--- config.mk ---
export PLATFORM = sky130hd
export DESIGN_NAME = rake_grid_seed_generator_flat
export DESIGN_NICKNAME = d
export VERILOG_FILES = /design/src/hdl/rgsg_pkg.sv /design/src/hdl/rgsg_if.sv /design/src/hdl/rake_grid_seed_generator.sv /design/src/hdl/rgsg_lane.sv /design/src/flat_wrapper.sv
export SDC_FILE = /design/constraint.sdc
export NUM_CORES = 2
export LEC_CHECK = 0
export BUFFER_PORTS_ARGS = -buffer_cell sky130_fd_sc_hd__buf_2
export CORE_MARGIN = 1
export CORE_UTILIZATION = 25
export DETAILED_ROUTE_END_ITERATION = 8
export PLACE_DENSITY = 0.38
export SYNTH_ARGS = -nofsm -noshare
export SYNTH_HDL_FRONTEND = slang
export SYNTH_SLANG_ARGS = --single-unit
--- constraint.sdc ---
create_clock -name i_clk -period 7 [get_ports i_clk]
set_input_delay 0.7 -clock i_clk [delete_from_list [all_inputs] [get_ports i_clk]]
set_output_delay 0.7 -clock i_clk [all_outputs]
set_load 0.01 [all_outputs]
--- src/hdl/rgsg_pkg.sv ---
// rgsg_pkg: shared constants, types and the sequencer program of the rake grid seed generator
// depends on nothing; used by the divider lane and the top level
package rgsg_pkg;

    // default widths
    localparam int COUNT_BITS_DEF = 8;
    localparam int COORD_BITS_DEF = 32;

    // configuration register indexes
    localparam int CFG_IDX_W = 3;
    typedef enum logic [CFG_IDX_W-1:0] {
        REG_LO_X   = 3'd0,
        REG_LO_Y   = 3'd1,
        REG_LO_Z   = 3'd2,
        REG_HI_X   = 3'd3,
        REG_HI_Y   = 3'd4,
        REG_HI_Z   = 3'd5,
        REG_COUNTS = 3'd6
    } t_cfg_reg;

    // seeding mode, from the number of axes that are not flat
    typedef enum logic [1:0] {
        MODE_POINT = 2'd0,
        MODE_LINE  = 2'd1,
        MODE_PLANE = 2'd2,
        MODE_SOLID = 2'd3
    } t_mode;

    // micro-operations of the sequencer datapath
    typedef enum logic [2:0] {
        OP_WAIT   = 3'd0,
        OP_MUL_XY = 3'd1,
        OP_MUL_Z  = 3'd2,
        OP_LOAD   = 3'd3,
        OP_ITER   = 3'd4,
        OP_EMIT   = 3'd5,
        OP_NONE   = 3'd6
    } t_op;

    // jump conditions
    typedef enum logic [2:0] {
        C_NEXT      = 3'd0,
        C_ALWAYS    = 3'd1,
        C_NO_IN     = 3'd2,
        C_BAD       = 3'd3,
        C_ITER_MORE = 3'd4,
        C_OUT_BUSY  = 3'd5
    } t_cond;

    typedef logic [2:0] t_upc;

    localparam t_upc STEP_IDLE   = 3'd0;
    localparam t_upc STEP_MUL_XY = 3'd1;
    localparam t_upc STEP_MUL_Z  = 3'd2;
    localparam t_upc STEP_LOAD   = 3'd3;
    localparam t_upc STEP_ITER   = 3'd4;
    localparam t_upc STEP_EMIT   = 3'd5;
    localparam t_upc STEP_RET    = 3'd6;

    typedef struct packed {
        t_op   op;
        t_cond cond;
        t_upc  target;
    } t_uword;

    // control program: a jump is taken when the condition holds, else the next step follows
    function automatic t_uword prog_rom(input t_upc pc);
        t_uword w;
        unique case (pc)
            STEP_IDLE:   w = '{op: OP_WAIT,   cond: C_NO_IN,     target: STEP_IDLE};
            STEP_MUL_XY: w = '{op: OP_MUL_XY, cond: C_NEXT,      target: STEP_IDLE};
            STEP_MUL_Z:  w = '{op: OP_MUL_Z,  cond: C_NEXT,      target: STEP_IDLE};
            STEP_LOAD:   w = '{op: OP_LOAD,   cond: C_BAD,       target: STEP_EMIT};
            STEP_ITER:   w = '{op: OP_ITER,   cond: C_ITER_MORE, target: STEP_ITER};
            STEP_EMIT:   w = '{op: OP_EMIT,   cond: C_OUT_BUSY,  target: STEP_EMIT};
            STEP_RET:    w = '{op: OP_NONE,   cond: C_ALWAYS,    target: STEP_IDLE};
            default:     w = '{op: OP_NONE,   cond: C_ALWAYS,    target: STEP_IDLE};
        endcase
        return w;
    endfunction

    // control from the sequencer to each divider lane
    typedef struct packed {
        logic load;
        logic step;
    } t_lane_ctrl;

endpackage

--- src/hdl/rgsg_if.sv ---
// rgsg_if: valid/ready channels of the rake grid seed generator, command in and point out
// depends on nothing
interface rgsg_in_if;
    logic valid;
    logic ready;
    logic restart;

    modport source (output valid, output restart, input ready);
    modport sink   (input valid, input restart, output ready);
endinterface

interface rgsg_out_if #(
    parameter int COORD_BITS = 32
);
    logic                         valid;
    logic                         ready;
    logic signed [COORD_BITS-1:0] coord_x;
    logic signed [COORD_BITS-1:0] coord_y;
    logic signed [COORD_BITS-1:0] coord_z;
    logic                         last_point;
    logic                         no_point;

    modport source (output valid, output coord_x, output coord_y, output coord_z,
                    output last_point, output no_point, input ready);
    modport sink   (input valid, input coord_x, input coord_y, input coord_z,
                    input last_point, input no_point, output ready);
endinterface

--- src/hdl/rake_grid_seed_generator.sv ---
// rake_grid_seed_generator: top level, config registers, microcoded sequencer, walk state
// depends on rgsg_pkg, rgsg_if (rgsg_in_if, rgsg_out_if) and rgsg_lane
//
// Emits evenly spaced seed points inside an axis-aligned box given by two signed
// Q16.16 corners (extent origin already added). Each command item gives one point
// item: restart=1 returns the first point of the grid, restart=0 the next one.
// The mode follows from how many axes are flat: three flat axes repeat the box
// midpoint, two flat axes step along the diagonal at (t+1)/(T+1) with T=nx*ny*nz,
// one or none walk x fastest, then y, then z, at (i+1)/(n+1) on each axis. A zero
// count, or plane mode with no count equal to one, gives a point item with no_point
// set and zero coordinates. After the last point the walk starts over.
// Steps: an item passes idle, the x*y multiply, the z multiply, load, the divider
// iterations, emit and return; the iterations drive the three radix-2 multiply-divide
// lanes, which consume one magnitude bit per cycle. An empty or invalid grid skips the
// lanes and goes from load straight to emit. A finished point waits in the output
// register while the next command is already being worked on; the sequencer only
// holds in its emit step while that register is occupied and its point is not taken.
// Configuration writes are taken on any cycle and must only be made while idle.
module rake_grid_seed_generator import rgsg_pkg::*; #(
    parameter int COUNT_BITS = COUNT_BITS_DEF,
    parameter int COORD_BITS = COORD_BITS_DEF
) (
    input  logic                  i_clk,
    input  logic                  i_rst_n,
    rgsg_in_if.sink               i_cmd,
    rgsg_out_if.source            o_pnt,
    input  logic                  i_cfg_we,
    input  logic [CFG_IDX_W-1:0]  i_cfg_index,
    input  logic [(COORD_BITS > 3 * COUNT_BITS ? COORD_BITS : 3 * COUNT_BITS)-1:0] i_cfg_data
);

    localparam int LIN_W = 3 * COUNT_BITS;      // linear index and grid total
    localparam int DEN_W = LIN_W + 1;           // denominators up to total+1
    localparam int XY_W  = 2 * COUNT_BITS;
    localparam int IT_W  = $clog2(COORD_BITS);

    // ---------------------------------------------------------------- config registers
    logic [COORD_BITS-1:0] r_lo [3];
    logic [COORD_BITS-1:0] r_hi [3];
    logic [LIN_W-1:0]      r_counts;

    always_ff @(posedge i_clk) begin
        if (!i_rst_n) begin
            for (int a = 0; a < 3; a++) begin
                r_lo[a] <= '0;
                r_hi[a] <= '0;
            end
            r_counts <= {3{COUNT_BITS'(1)}};
        end else if (i_cfg_we) begin
            case (t_cfg_reg'(i_cfg_index))
                REG_LO_X:   r_lo[0]  <= i_cfg_data[COORD_BITS-1:0];
                REG_LO_Y:   r_lo[1]  <= i_cfg_data[COORD_BITS-1:0];
                REG_LO_Z:   r_lo[2]  <= i_cfg_data[COORD_BITS-1:0];
                REG_HI_X:   r_hi[0]  <= i_cfg_data[COORD_BITS-1:0];
                REG_HI_Y:   r_hi[1]  <= i_cfg_data[COORD_BITS-1:0];
                REG_HI_Z:   r_hi[2]  <= i_cfg_data[COORD_BITS-1:0];
                REG_COUNTS: r_counts <= i_cfg_data[LIN_W-1:0];
                default:    ;   // index beyond the register list is dropped
            endcase
        end
    end

    // ---------------------------------------------------------------- grid shape
    logic [COUNT_BITS-1:0] cnt [3];
    logic [2:0]            flat;
    logic [1:0]            dims;
    t_mode                 mode;
    logic                  any_zero;
    logic                  any_one;
    logic                  bad;

    always_comb begin
        for (int a = 0; a < 3; a++) begin
            cnt[a]  = r_counts[a*COUNT_BITS +: COUNT_BITS];
            flat[a] = (r_lo[a] == r_hi[a]);
        end
        dims     = {1'b0, !flat[0]} + {1'b0, !flat[1]} + {1'b0, !flat[2]};
        mode     = t_mode'(dims);
        any_zero = (cnt[0] == '0) || (cnt[1] == '0) || (cnt[2] == '0);
        any_one  = (cnt[0] == COUNT_BITS'(1)) || (cnt[1] == COUNT_BITS'(1)) ||
                   (cnt[2] == COUNT_BITS'(1));
        bad      = any_zero || ((mode == MODE_PLANE) && !any_one);
    end

    // ---------------------------------------------------------------- sequencer
    t_upc   r_upc;
    t_upc   n_upc;
    t_uword uw;
    logic   take;
    logic   in_fire;
    logic   out_busy;
    logic   emit_fire;
    logic   r_out_valid;
    logic [IT_W-1:0] r_iter;

    assign uw          = prog_rom(r_upc);
    assign i_cmd.ready = (uw.op == OP_WAIT);
    assign in_fire     = i_cmd.valid && i_cmd.ready;
    assign out_busy    = r_out_valid && !o_pnt.ready;
    assign emit_fire   = (uw.op == OP_EMIT) && !out_busy;

    always_comb begin
        case (uw.cond)
            C_NEXT:      take = 1'b0;
            C_ALWAYS:    take = 1'b1;
            C_NO_IN:     take = !in_fire;
            C_BAD:       take = bad;
            C_ITER_MORE: take = (r_iter != '0);
            C_OUT_BUSY:  take = out_busy;
            default:     take = 1'b1;
        endcase
        n_upc = take ? uw.target : t_upc'(r_upc + 3'd1);
    end

    always_ff @(posedge i_clk) begin
        if (!i_rst_n) begin
            r_upc <= STEP_IDLE;
        end else begin
            r_upc <= n_upc;
        end
    end

    // ---------------------------------------------------------------- grid total
    logic             r_restart;
    logic [XY_W-1:0]  r_prod_xy;
    logic [LIN_W-1:0] r_total;

    // one multiply per step, registered before the next
    always_ff @(posedge i_clk) begin
        if (in_fire) begin
            r_restart <= i_cmd.restart;
        end
        if (uw.op == OP_MUL_XY) begin
            r_prod_xy <= XY_W'(cnt[0]) * XY_W'(cnt[1]);
        end
        if (uw.op == OP_MUL_Z) begin
            r_total <= LIN_W'(r_prod_xy) * LIN_W'(cnt[2]);
        end
    end

    // ---------------------------------------------------------------- walk state
    logic [COUNT_BITS-1:0] r_idx [3];
    logic [LIN_W-1:0]      r_lin;
    logic                  r_done;
    logic                  r_bad;

    logic [COUNT_BITS-1:0] base_idx [3];
    logic [LIN_W-1:0]      base_lin;
    logic                  base_done;
    logic                  wrap;
    logic [COUNT_BITS-1:0] w_idx [3];
    logic [LIN_W-1:0]      w_lin;
    logic                  emit_last;

    logic [COUNT_BITS-1:0] n_idx [3];
    logic [LIN_W-1:0]      n_lin;
    logic                  n_done;
    logic [COUNT_BITS:0]   inc_x;
    logic [COUNT_BITS:0]   inc_y;

    always_comb begin
        // restart clears the walk, even for an invalid grid
        for (int a = 0; a < 3; a++) begin
            base_idx[a] = r_restart ? '0 : r_idx[a];
        end
        base_lin  = r_restart ? '0 : r_lin;
        base_done = r_restart ? 1'b0 : r_done;
        // start over after the last point or when the counts no longer cover the walk
        wrap = base_done || (base_idx[0] >= cnt[0]) || (base_idx[1] >= cnt[1]) ||
               (base_idx[2] >= cnt[2]) || (base_lin >= r_total);
        for (int a = 0; a < 3; a++) begin
            w_idx[a] = (wrap && !bad) ? '0 : base_idx[a];
        end
        w_lin = (wrap && !bad) ? '0 : base_lin;

        emit_last = (r_lin == r_total - LIN_W'(1));
        inc_x     = {1'b0, r_idx[0]} + (COUNT_BITS+1)'(1);
        inc_y     = {1'b0, r_idx[1]} + (COUNT_BITS+1)'(1);

        for (int a = 0; a < 3; a++) begin
            n_idx[a] = r_idx[a];
        end
        n_lin  = r_lin;
        n_done = r_done;
        if (uw.op == OP_LOAD) begin
            for (int a = 0; a < 3; a++) begin
                n_idx[a] = w_idx[a];
            end
            n_lin  = w_lin;
            n_done = (wrap && !bad) ? 1'b0 : base_done;
        end else if (emit_fire && !r_bad) begin
            if (emit_last) begin
                n_done = 1'b1;
            end else begin
                n_lin = r_lin + LIN_W'(1);
                // x fastest, then y, then z
                if (inc_x >= {1'b0, cnt[0]}) begin
                    n_idx[0] = '0;
                    if (inc_y >= {1'b0, cnt[1]}) begin
                        n_idx[1] = '0;
                        n_idx[2] = r_idx[2] + COUNT_BITS'(1);
                    end else begin
                        n_idx[1] = inc_y[COUNT_BITS-1:0];
                    end
                end else begin
                    n_idx[0] = inc_x[COUNT_BITS-1:0];
                end
            end
        end
    end

    always_ff @(posedge i_clk) begin
        if (!i_rst_n) begin
            for (int a = 0; a < 3; a++) begin
                r_idx[a] <= '0;
            end
            r_lin  <= '0;
            r_done <= 1'b0;
            r_bad  <= 1'b0;
            r_iter <= '0;
        end else begin
            for (int a = 0; a < 3; a++) begin
                r_idx[a] <= n_idx[a];
            end
            r_lin  <= n_lin;
            r_done <= n_done;
            if (uw.op == OP_LOAD) begin
                r_bad  <= bad;
                r_iter <= IT_W'(COORD_BITS - 1);
            end else if (uw.op == OP_ITER) begin
                r_iter <= r_iter - IT_W'(1);
            end
        end
    end

    // ---------------------------------------------------------------- divider lanes
    t_lane_ctrl            lane_ctrl;
    logic [COORD_BITS:0]   diff [3];
    logic [COORD_BITS:0]   mag_full [3];
    logic [COORD_BITS-1:0] lane_mag [3];
    logic [DEN_W-1:0]      lane_num [3];
    logic [DEN_W-1:0]      lane_den [3];
    logic [COORD_BITS-1:0] lane_quot [3];
    logic [2:0]            r_neg;

    assign lane_ctrl.load = (uw.op == OP_LOAD);
    assign lane_ctrl.step = (uw.op == OP_ITER);

    always_comb begin
        for (int a = 0; a < 3; a++) begin
            diff[a]     = {r_hi[a][COORD_BITS-1], r_hi[a]} - {r_lo[a][COORD_BITS-1], r_lo[a]};
            mag_full[a] = diff[a][COORD_BITS] ? (~diff[a] + (COORD_BITS+1)'(1)) : diff[a];
            lane_mag[a] = mag_full[a][COORD_BITS-1:0];
            if (mode == MODE_LINE) begin
                // diagonal: (t+1)/(T+1), same fraction on every axis
                lane_num[a] = {1'b0, w_lin} + DEN_W'(1);
                lane_den[a] = {1'b0, r_total} + DEN_W'(1);
            end else begin
                lane_num[a] = DEN_W'(w_idx[a]) + DEN_W'(1);
                lane_den[a] = DEN_W'(cnt[a]) + DEN_W'(1);
            end
        end
    end

    always_ff @(posedge i_clk) begin
        if (uw.op == OP_LOAD) begin
            for (int a = 0; a < 3; a++) begin
                r_neg[a] <= diff[a][COORD_BITS];
            end
        end
    end

    for (genvar g = 0; g < 3; g++) begin : g_lane
        rgsg_lane #(
            .MAG_W (COORD_BITS),
            .DEN_W (DEN_W)
        ) u_lane (
            .i_clk  (i_clk),
            .i_ctrl (lane_ctrl),
            .i_mag  (lane_mag[g]),
            .i_num  (lane_num[g]),
            .i_den  (lane_den[g]),
            .o_quot (lane_quot[g])
        );
    end

    // ---------------------------------------------------------------- output register
    logic [COORD_BITS:0]   mid_sum [3];
    logic [COORD_BITS:0]   mid_adj [3];
    logic [COORD_BITS:0]   step_res [3];
    logic [COORD_BITS-1:0] coord [3];
    logic [COORD_BITS-1:0] r_coord [3];
    logic                  r_last;
    logic                  r_nop;

    always_comb begin
        for (int a = 0; a < 3; a++) begin
            // midpoint, halving truncated toward zero
            mid_sum[a]  = {r_lo[a][COORD_BITS-1], r_lo[a]} + {r_hi[a][COORD_BITS-1], r_hi[a]};
            mid_adj[a]  = mid_sum[a] + (COORD_BITS+1)'(mid_sum[a][COORD_BITS]);
            step_res[a] = r_neg[a] ?
                          {r_lo[a][COORD_BITS-1], r_lo[a]} - {1'b0, lane_quot[a]} :
                          {r_lo[a][COORD_BITS-1], r_lo[a]} + {1'b0, lane_quot[a]};
            if (r_bad) begin
                coord[a] = '0;
            end else if (mode == MODE_POINT) begin
                coord[a] = mid_adj[a][COORD_BITS:1];
            end else begin
                coord[a] = step_res[a][COORD_BITS-1:0];
            end
        end
    end

    always_ff @(posedge i_clk) begin
        if (!i_rst_n) begin
            r_out_valid <= 1'b0;
        end else if (emit_fire) begin
            r_out_valid <= 1'b1;
        end else if (o_pnt.ready) begin
            r_out_valid <= 1'b0;
        end
    end

    always_ff @(posedge i_clk) begin
        if (emit_fire) begin
            for (int a = 0; a < 3; a++) begin
                r_coord[a] <= coord[a];
            end
            r_last <= !r_bad && emit_last;
            r_nop  <= r_bad;
        end
    end

    assign o_pnt.valid      = r_out_valid;
    assign o_pnt.coord_x    = r_coord[0];
    assign o_pnt.coord_y    = r_coord[1];
    assign o_pnt.coord_z    = r_coord[2];
    assign o_pnt.last_point = r_last;
    assign o_pnt.no_point   = r_nop;

    // ---------------------------------------------------------------- assertions
    a_accept_starts: assert property (@(posedge i_clk) disable iff (!i_rst_n)
        in_fire |=> (r_upc == STEP_MUL_XY))
        else $error("accepted item did not start the total multiply");

    a_iter_exit: assert property (@(posedge i_clk) disable iff (!i_rst_n)
        (uw.op == OP_ITER && r_iter == '0) |=> (r_upc == STEP_EMIT))
        else $error("divider steps did not end in the emit step");

    a_nop_zero: assert property (@(posedge i_clk) disable iff (!i_rst_n)
        (o_pnt.valid && o_pnt.no_point) |->
        (o_pnt.coord_x == '0 && o_pnt.coord_y == '0 && o_pnt.coord_z == '0 &&
         !o_pnt.last_point))
        else $error("empty grid item carries a point");

    a_done_from_emit: assert property (@(posedge i_clk) disable iff (!i_rst_n)
        $rose(r_done) |-> $past(emit_fire && !r_bad && emit_last))
        else $error("grid marked done without emitting its last point");

endmodule

--- src/hdl/rgsg_lane.sv ---
// rgsg_lane: one lane of floor(mag*num/den), one magnitude bit per step, radix-2
// depends on rgsg_pkg (t_lane_ctrl and the default widths)
module rgsg_lane import rgsg_pkg::*; #(
    parameter int MAG_W = COORD_BITS_DEF,
    parameter int DEN_W = 3 * COUNT_BITS_DEF + 1
) (
    input  logic             i_clk,
    input  t_lane_ctrl       i_ctrl,
    input  logic [MAG_W-1:0] i_mag,
    input  logic [DEN_W-1:0] i_num,
    input  logic [DEN_W-1:0] i_den,
    output logic [MAG_W-1:0] o_quot
);

    localparam int ACC_W = DEN_W + 2;

    logic [MAG_W-1:0] r_mag;
    logic [MAG_W-1:0] r_quot;
    logic [DEN_W-1:0] r_num;
    logic [DEN_W-1:0] r_den;
    logic [DEN_W-1:0] r_rem;

    logic [ACC_W-1:0] acc;
    logic [ACC_W-1:0] den1;
    logic [ACC_W-1:0] den2;
    logic [ACC_W-1:0] n_rem;
    logic [1:0]       digit;

    // 2*rem + bit*num stays below 3*den, so the digit is 0, 1 or 2
    always_comb begin
        acc  = {1'b0, r_rem, 1'b0} + (r_mag[MAG_W-1] ? {2'b00, r_num} : '0);
        den1 = {2'b00, r_den};
        den2 = {1'b0, r_den, 1'b0};
        if (acc >= den2) begin
            digit = 2'd2;
            n_rem = acc - den2;
        end else if (acc >= den1) begin
            digit = 2'd1;
            n_rem = acc - den1;
        end else begin
            digit = 2'd0;
            n_rem = acc;
        end
    end

    always_ff @(posedge i_clk) begin
        if (i_ctrl.load) begin
            r_mag  <= i_mag;
            r_num  <= i_num;
            r_den  <= i_den;
            r_rem  <= '0;
            r_quot <= '0;
        end else if (i_ctrl.step) begin
            r_mag  <= {r_mag[MAG_W-2:0], 1'b0};
            r_rem  <= n_rem[DEN_W-1:0];
            r_quot <= {r_quot[MAG_W-2:0], 1'b0} + MAG_W'(digit);
        end
    end

    assign o_quot = r_quot;

endmodule
--- src/flat_wrapper.sv ---
// flat-port wrapper written by rule: the top's interface ports become plain ports
module rake_grid_seed_generator_flat import rgsg_pkg::*;
#(
    parameter int COUNT_BITS = COUNT_BITS_DEF,
    parameter int COORD_BITS = COORD_BITS_DEF
)
  (i_clk, i_rst_n, i_cfg_we, i_cfg_index, i_cfg_data, i_cmd_valid, i_cmd_restart, i_cmd_ready, o_pnt_valid, o_pnt_coord_x, o_pnt_coord_y, o_pnt_coord_z, o_pnt_last_point, o_pnt_no_point, o_pnt_ready);
  rgsg_in_if i_cmd_i ();
  rgsg_out_if #(.COORD_BITS(COORD_BITS)) o_pnt_i ();
  input  logic i_clk;
  input  logic i_rst_n;
  input  logic i_cfg_we;
  input  logic [CFG_IDX_W-1:0] i_cfg_index;
  input  logic [(COORD_BITS > 3 * COUNT_BITS ? COORD_BITS : 3 * COUNT_BITS)-1:0] i_cfg_data;
  input wire logic [$bits(i_cmd_i.valid)-1:0] i_cmd_valid;
  input wire logic [$bits(i_cmd_i.restart)-1:0] i_cmd_restart;
  output wire logic [$bits(i_cmd_i.ready)-1:0] i_cmd_ready;
  output wire logic [$bits(o_pnt_i.valid)-1:0] o_pnt_valid;
  output wire logic [$bits(o_pnt_i.coord_x)-1:0] o_pnt_coord_x;
  output wire logic [$bits(o_pnt_i.coord_y)-1:0] o_pnt_coord_y;
  output wire logic [$bits(o_pnt_i.coord_z)-1:0] o_pnt_coord_z;
  output wire logic [$bits(o_pnt_i.last_point)-1:0] o_pnt_last_point;
  output wire logic [$bits(o_pnt_i.no_point)-1:0] o_pnt_no_point;
  input wire logic [$bits(o_pnt_i.ready)-1:0] o_pnt_ready;
  assign i_cmd_i.valid = i_cmd_valid;
  assign i_cmd_i.restart = i_cmd_restart;
  assign i_cmd_ready = i_cmd_i.ready;
  assign o_pnt_valid = o_pnt_i.valid;
  assign o_pnt_coord_x = o_pnt_i.coord_x;
  assign o_pnt_coord_y = o_pnt_i.coord_y;
  assign o_pnt_coord_z = o_pnt_i.coord_z;
  assign o_pnt_last_point = o_pnt_i.last_point;
  assign o_pnt_no_point = o_pnt_i.no_point;
  assign o_pnt_i.ready = o_pnt_ready;
  rake_grid_seed_generator #(.COUNT_BITS(COUNT_BITS), .COORD_BITS(COORD_BITS)) u_core (.i_clk(i_clk), .i_rst_n(i_rst_n), .i_cmd(i_cmd_i), .o_pnt(o_pnt_i), .i_cfg_we(i_cfg_we), .i_cfg_index(i_cfg_index), .i_cfg_data(i_cfg_data));
endmodule
Yosys cells after proc, flatten, opt, wreduce, memory -nomap -nowiden

Memories as Yosys holds them, arrays and structs flattened.
Cells that the tools add are included.

Memory bits (writable): 312
Memories: 4
Output and inout port bits: 100
Logic and storage cells: 282
Input bits: 41
Bits in registers: 522

Memory list:

| name           | words | width | rd ports | clocked after memory_dff | wr ports | line                            | text |
|---|---|---|---|---|---|---|---|
| u_core.r_coord | 3     | 32    | 3        | 0                        | 3        | rake_grid_seed_generator.sv:292 | `logic [COORD_BITS-1:0] r_coord [3];` |
| u_core.r_hi    | 3     | 32    | 3        | 0                        | 3        | rake_grid_seed_generator.sv:39  | `logic [COORD_BITS-1:0] r_hi [3];` |
| u_core.r_lo    | 3     | 32    | 3        | 0                        | 3        | rake_grid_seed_generator.sv:38  | `logic [COORD_BITS-1:0] r_lo [3];` |
| u_core.r_idx   | 3     | 8     | 3        | 0                        | 3        | rake_grid_seed_generator.sv:142 | `logic [COUNT_BITS-1:0] r_idx [3];` |

Bitwise logic cells: 12
$mul: 2
Reductions and logical operators: 41
Add/subtract/negate cells: 47
$lt $le $gt $ge: 12
Multiplexer cells: 106
Equal/unequal tests: 30

Operator list:

| kind                    | number |
|---|---|
| $mux W32                | 24 |
| $mux W25                | 15 |
| $mux W24                | 8 |
| $sub A25 B25 Y25        | 6 |
| $add A32 B32 Y33        | 3 |
| $add A33 B1 Y33         | 3 |
| $sub A32 B32 Y33        | 3 |
| $add A32 B1 Y32 const B | 3 |
| $add A32 B2 Y32         | 3 |
| $add A32 B32 Y32        | 3 |
| $eq A32 B32 Y1          | 3 |
| $mux W8                 | 12 |
| $not A32 Y32            | 3 |
| $sub A32 B32 Y32        | 3 |
| $add A26 B25 Y27        | 3 |
| $ge A27 B25 Y1          | 3 |
| $ge A27 B26 Y1          | 3 |
| $add A8 B1 Y9 const B   | 8 |
| $pmux W9 S6             | 1 |
| $add A24 B1 Y25 const B | 2 |
| $mux W1                 | 38 |
| $eq A3 B3 Y1 const B    | 9 |
| $add A24 B1 Y24 const B | 1 |
| $eq A24 B24 Y1          | 1 |
| 32 further kinds        | 89 |

Longest topological paths before layout

An unclocked memory read counts as a cell.

Word-level depth: 13
Depth in mapped cells: 35
Depth with buffers taken out: 34

Cells and area by module

Synthesis repeated with hierarchy kept, for this count alone.

Cells, all modules: 8987
Area total of the unflattened synthesis: 77575.7 µm²

Modules (own cells, without submodules):

| module                                   | times used | sequential area each (µm²) | cells an instance | area an instance (µm²) |
|---|---|---|---|---|
| rake_grid_seed_generator                 | 1          | 11691.2                    | 5975              | 48886.9 |
| rgsg_lane at u_core.g_lane[0].u_lane ... | 2          | 3603.5                     | 1005              | 9606.7 |
| rgsg_lane at u_core.g_lane[2].u_lane     | 1          | 3603.5                     | 1002              | 9475.3 |

Worst setup path after synthesis

Ideal clock, no wire load.

Kind: reg-to-reg
Start point: register u_core.g_lane[0].u_lane.r_mag[31]
End point: register u_core.g_lane[0].u_lane.r_quot[28]
Library setup time: 128 ps
Arrival time: 6568 ps
Stages on the path, launching flop included: 34
Slack: 304 ps
Data required time: 6872 ps
Period minus slack after synthesis: 6696 ps
Buffers on the path: 2
Cell sequence: edfxtp_1 clkbuf_1 nand2_1 inv_1 ha_1 a21o_1 a21oi_1 o21ai_0 and3_1 o21ai_0 nand2b_1 xor2_1 ha_1 and4_1 a21o_1 o41ai_1 o21ai_0 a211oi_1 o21ai_0 a211oi_1 inv_1 clkbuf_1 ha_1 and3_1 and3_1 and3b_1 and3_1 nand2_1 nor2_1 and3_1 and3_1 nand3_1 xor2_1 o21ai_0

Longest elaborated chain between the ends: 6
Elaborated cells between the ends (all ways): 7
Classes of those cells: add/sub (2); order compare (2); mux (3)

Ends and longest elaborated chain:

| what                   | line            | text |
|---|---|---|
| start, declared        | rgsg_lane.sv:17 | `logic [MAG_W-1:0] r_mag;` |
| start signal, assigned | rgsg_lane.sv:48 | `r_mag <= i_mag;` |
| start signal, assigned | rgsg_lane.sv:54 | `r_mag <= {r_mag[MAG_W-2:0], 1'b0};` |
| $mux W25 (*)           | rgsg_lane.sv:31 | `acc = {1'b0, r_rem, 1'b0} + (r_mag[MAG_W-1] ? {2'b00, r_num} : '0);` |
| $add A26 B25 Y27 (*)   | rgsg_lane.sv:31 |  |
| $ge A27 B25 Y1         | rgsg_lane.sv:37 | `end else if (acc >= den1) begin` |
| $mux W1                | rgsg_lane.sv:37 |  |
| $mux W2 (*)            | rgsg_lane.sv:34 | `if (acc >= den2) begin` |
| $add A32 B2 Y32 (*)    | rgsg_lane.sv:56 | `r_quot <= {r_quot[MAG_W-2:0], 1'b0} + MAG_W'(digit);` |
| end signal, assigned   | rgsg_lane.sv:56 |  |
| end, declared          | rgsg_lane.sv:18 | `logic [MAG_W-1:0] r_quot;` |

Every way passes the cells marked *; elsewhere a longest branch is shown, timed or not.
A chain may end at the register's enable or synchronous reset.

==> impl_metrics.env <==
export IMPL_finalCritPeriodShare=0.945
export IMPL_synthArstFlopShare=0
export IMPL_core_area_um2=291000
export IMPL_layout_nets=9690
export IMPL_gp_congestion=0.924
export IMPL_finClkSkew_ps=69.9
export IMPL_required_ps=7510
export IMPL_synth_compound_area_frac=0.202
export IMPL_htree_levels=3
export IMPL_crit_buf_inv=2
export IMPL_finalSetupViolations=0
export IMPL_combPwrFrac=0.584
export IMPL_end_kind="register"
export IMPL_synth_fa_ha_area_frac=0.156
export IMPL_clk_latency_ps=780
export IMPL_cts_clk_slew_worst_paths_ps=60
export IMPL_pwr_share_clk=0.182
export IMPL_vias=65200
export IMPL_internal_power_mw=16.5
export IMPL_crit_chain="inv_1 > ha_1 > nand2_1 > nor2_1 > nand2_1 > nor3_1 > nand4_1 > fa_1 > nand4b_1 > and3_1 > nor2_1 > inv_1 > nand2_1 > and2_1 > ha_1 > nand3_1 > or3_1 > or2_2 > nor2_1 > xnor2_1 > nor2_1"
export IMPL_outcome="completed"
export IMPL_die_area_um2=296000
export IMPL_syn_avg_cell_area_um2=8.35
export IMPL_synth_cell_types=107
export IMPL_drive_above_1_share=0.0747
export IMPL_wirelength_um=297000
export IMPL_drtAntennaViolNets=0
export IMPL_yosys_area_share_simple=0.197
export IMPL_finalPower_mw=31.0
export IMPL_synth_area_um2=73400
export IMPL_gr_total_overflow=0
export IMPL_yosysWarnings=0
export IMPL_hold_ws_ps=115
export IMPL_port_buffers=140
export IMPL_swShare=0.468
export IMPL_drtPass1Iterations=8
export IMPL_dieHeight_um=544
export IMPL_grt_pass1_wl_um=432000
export IMPL_syn_nets=9658
export IMPL_slew_violations=0
export IMPL_maxCapViolCount=0
export IMPL_cp_common_cell="nor2_1"
export IMPL_fmax_mhz=151
export IMPL_hpwl_um=235000
export IMPL_grt_pass1_vias=62800
export IMPL_timing_hold_worst_class="input pin to register"
export IMPL_numCtsBuffers=105
export IMPL_relSlewSlack=0.170
export IMPL_drt_iter0_drc=5364
export IMPL_path_delay_family="simple AND/OR/NAND/NOR gates"
export IMPL_cp_start_kind="register"
export IMPL_tightest_slew_ps=1240
export IMPL_synthCells=8788
export IMPL_std_cell_rows=198
export IMPL_vdd_drop_max_mv=0.206
export IMPL_crit_arrival_ps=7120
export IMPL_n_fill_cell=31500
export IMPL_hold_violations=0
export IMPL_track_usage=0.196
export IMPL_tns_ps=0
export IMPL_syn_to_final_growth_pct=12.9
export IMPL_synth_edff_count=516
export IMPL_crit_path_top_delay_cell="fa_1"
export IMPL_multiInputGateArea_um2=49400
export IMPL_min_period_ps=6620
export IMPL_place_inst=12600
export IMPL_final_common_cell="nand2_1"
export IMPL_pwr_share_seq=0.234
export IMPL_max_clock_path_buffers=3
export IMPL_start_util=0.252
export IMPL_fin_cells=12800
export IMPL_synth_seq_cells=770
export IMPL_regArea_um2=20600
export IMPL_cts_tree="done"
export IMPL_muxShareOfSynthArea=0.00836
export IMPL_cts_hold_buffers=0
export IMPL_antenna_found_initial=35
export IMPL_vias_per_cell=5.09
export IMPL_grt_max_degree=125
export IMPL_synth_top_family_by_area="compound AO/OA/AOI/OAI gates"
export IMPL_post_drt_wl_per_cell_um=23.2
export IMPL_synth_xor_area_share=0.106
export IMPL_crit_fanout=11
export IMPL_ys_seq_area_frac=0.280
export IMPL_ys_flop_type="edfxtp_1"
export IMPL_cts_sinks=770
export IMPL_power_leakage_nw=33.5
export IMPL_power_density_nw_per_um2=375
export IMPL_path_class="register to register"
export IMPL_drc=0
export IMPL_max_stage_delay_ps=750
export IMPL_cts_root_buf="clkbuf_16"
export IMPL_p_sw_mw=14.5
export IMPL_mostFrequentLayoutCells="789 x nand2_1, 720 x nor2_1, 689 x ha_1"
export IMPL_num_io_pins=141
export IMPL_die_x_um=544
Yosys cell counts, types with 17 or more instances:
cell type | instances | area (µm²)
a21o_1 | 245 | 1840
a21oi_1 | 649 | 3250
or4_1 | 34 | 255
and2_1 | 236 | 1480
a2111oi_0 | 20 | 175
a221oi_1 | 18 | 158
mux2i_1 | 50 | 500
nand4_1 | 108 | 676
a31oi_1 | 80 | 500
o31ai_1 | 52 | 390
dfxtp_1 | 254 | 5080
xnor2_1 | 616 | 5400
nand2b_1 | 113 | 707
nor2b_1 | 115 | 719
and4_1 | 18 | 158
xor2_1 | 272 | 2380
a21boi_0 | 24 | 180
nand3b_1 | 20 | 150
a22o_1 | 17 | 149
o21bai_1 | 79 | 593
and3_1 | 89 | 557
o41ai_1 | 17 | 149
buf_1 | 30 | 113
or3_1 | 83 | 519
nor3_1 | 192 | 961
o22ai_1 | 65 | 407
nand2_1 | 789 | 2960
inv_1 | 573 | 2150
edfxtp_1 | 516 | 15500
a22oi_1 | 37 | 278
a211oi_1 | 107 | 803
nor2_1 | 727 | 2730
o21ai_0 | 547 | 2740
clkbuf_1 | 358 | 1340
fa_1 | 139 | 2780
nor4_1 | 77 | 482
o211ai_1 | 63 | 473
or2_2 | 50 | 313
nand3_1 | 194 | 971
ha_1 | 690 | 8630
o21a_1 | 73 | 548
what timing repair did:
| action | 4_1_cts | 5_1_grt |
|---|---|---|
| setup endpoints to repair | 0 | 55 |
| gates resized for setup | 0 | 34 |
| buffers inserted | 0 | 2 |
| hold endpoints to repair | 0 | 0 |
sequential cells by signal (all words and copies together) (netlist names), 5 cells and up:
name                         flops
u_core.r_total                  24
u_core.r_idx                    24
u_core.r_coord                  96
u_core.g_lane.u_lane.r_den      43
u_core.r_hi                     96
u_core.g_lane.u_lane.o_quot     96
u_core.r_iter                    5
u_core.g_lane.u_lane.r_mag      96
u_core.r_prod_xy                16
u_core.r_lin                    24
u_core.r_lo                     96
u_core.r_counts                 24
u_core.g_lane.u_lane.r_num      43
u_core.g_lane.u_lane.r_rem      75
per-stage QoR:
stage	util	setup WS [ps]	instance area (µm²)
floorplan	-	304	73400
global placement	0.271	86.6	79100
detailed placement	0.271	113	79100
CTS	0.284	54.7	82600
global route	0.284	-31.3	82800
finish	0.284	383	82800
cell type report:
class,instances,area share
multi-input cells,7028,0.596
flip-flops and latches,770,0.248
well taps,3900,0.0589
clock buffers,133,0.0342
inverters,589,0.0268
repair buffers,326,0.0266
clock inverters,67,0.00837
diodes,16,0.000483
cells by family after synthesis:
family                     after synthesis
AOI/OAI and AO/OA                     2321
adders and majority gates              829
and+or+nand+nor                       2930
buffers and inverters                  990
muxes                                   60
xor gates and xnor gates               888
DFF                                    770
path summary, 6_finish.rpt:
check                                    startpoint                                end  slack (ps)  cells past startpoint
setup / recovery                 u_core.r_lo[0][14]  u_core.g_lane[0].u_lane.r_num[20]         380                     21
hold / removal                        i_cmd_restart                   u_core.r_restart         120                      1
setup reg to reg                 u_core.r_lo[0][14]  u_core.g_lane[0].u_lane.r_num[20]         380                     21
hold reg to reg   u_core.g_lane[0].u_lane.r_rem[22]  u_core.g_lane[0].u_lane.r_rem[22]         460                      2
power by group through the flow:
stage	Sequential, mW	Clock, mW	Combinational, mW
detailed placement	7.34	0	18.0
CTS	7.26	5.84	18.1
global route	7.38	5.99	20.0
finish	7.26	5.66	18.1
global placement	7.35	0	18.0
floorplan	6.78	0	12.9
per-layer routing:
metal / track usage / share of wire
met2: 0.307 / 0.44
met1: 0.285 / 0.49
met5: 0 / 0.00012
met3: 0.0253 / 0.052
met4: 0.0405 / 0.020
worst register-to-register path, stage by stage (launching register included):
cell and delay (ps):
edfxtp_1 600, inv_1 90, ha_1 570, nand2_1 330, nor2_1 310, nand2_1 110, nor3_1 450, nand4_1 560
fa_1 760, nand4b_1 210, and3_1 250, nor2_1 110, inv_1 90, nand2_1 140, and2_1 150, ha_1 210
nand3_1 200, or3_1 530, or2_2 350, nor2_1 120, xnor2_1 130, nor2_1 60
Note: power is estimated with default switching activity, not from simulation.
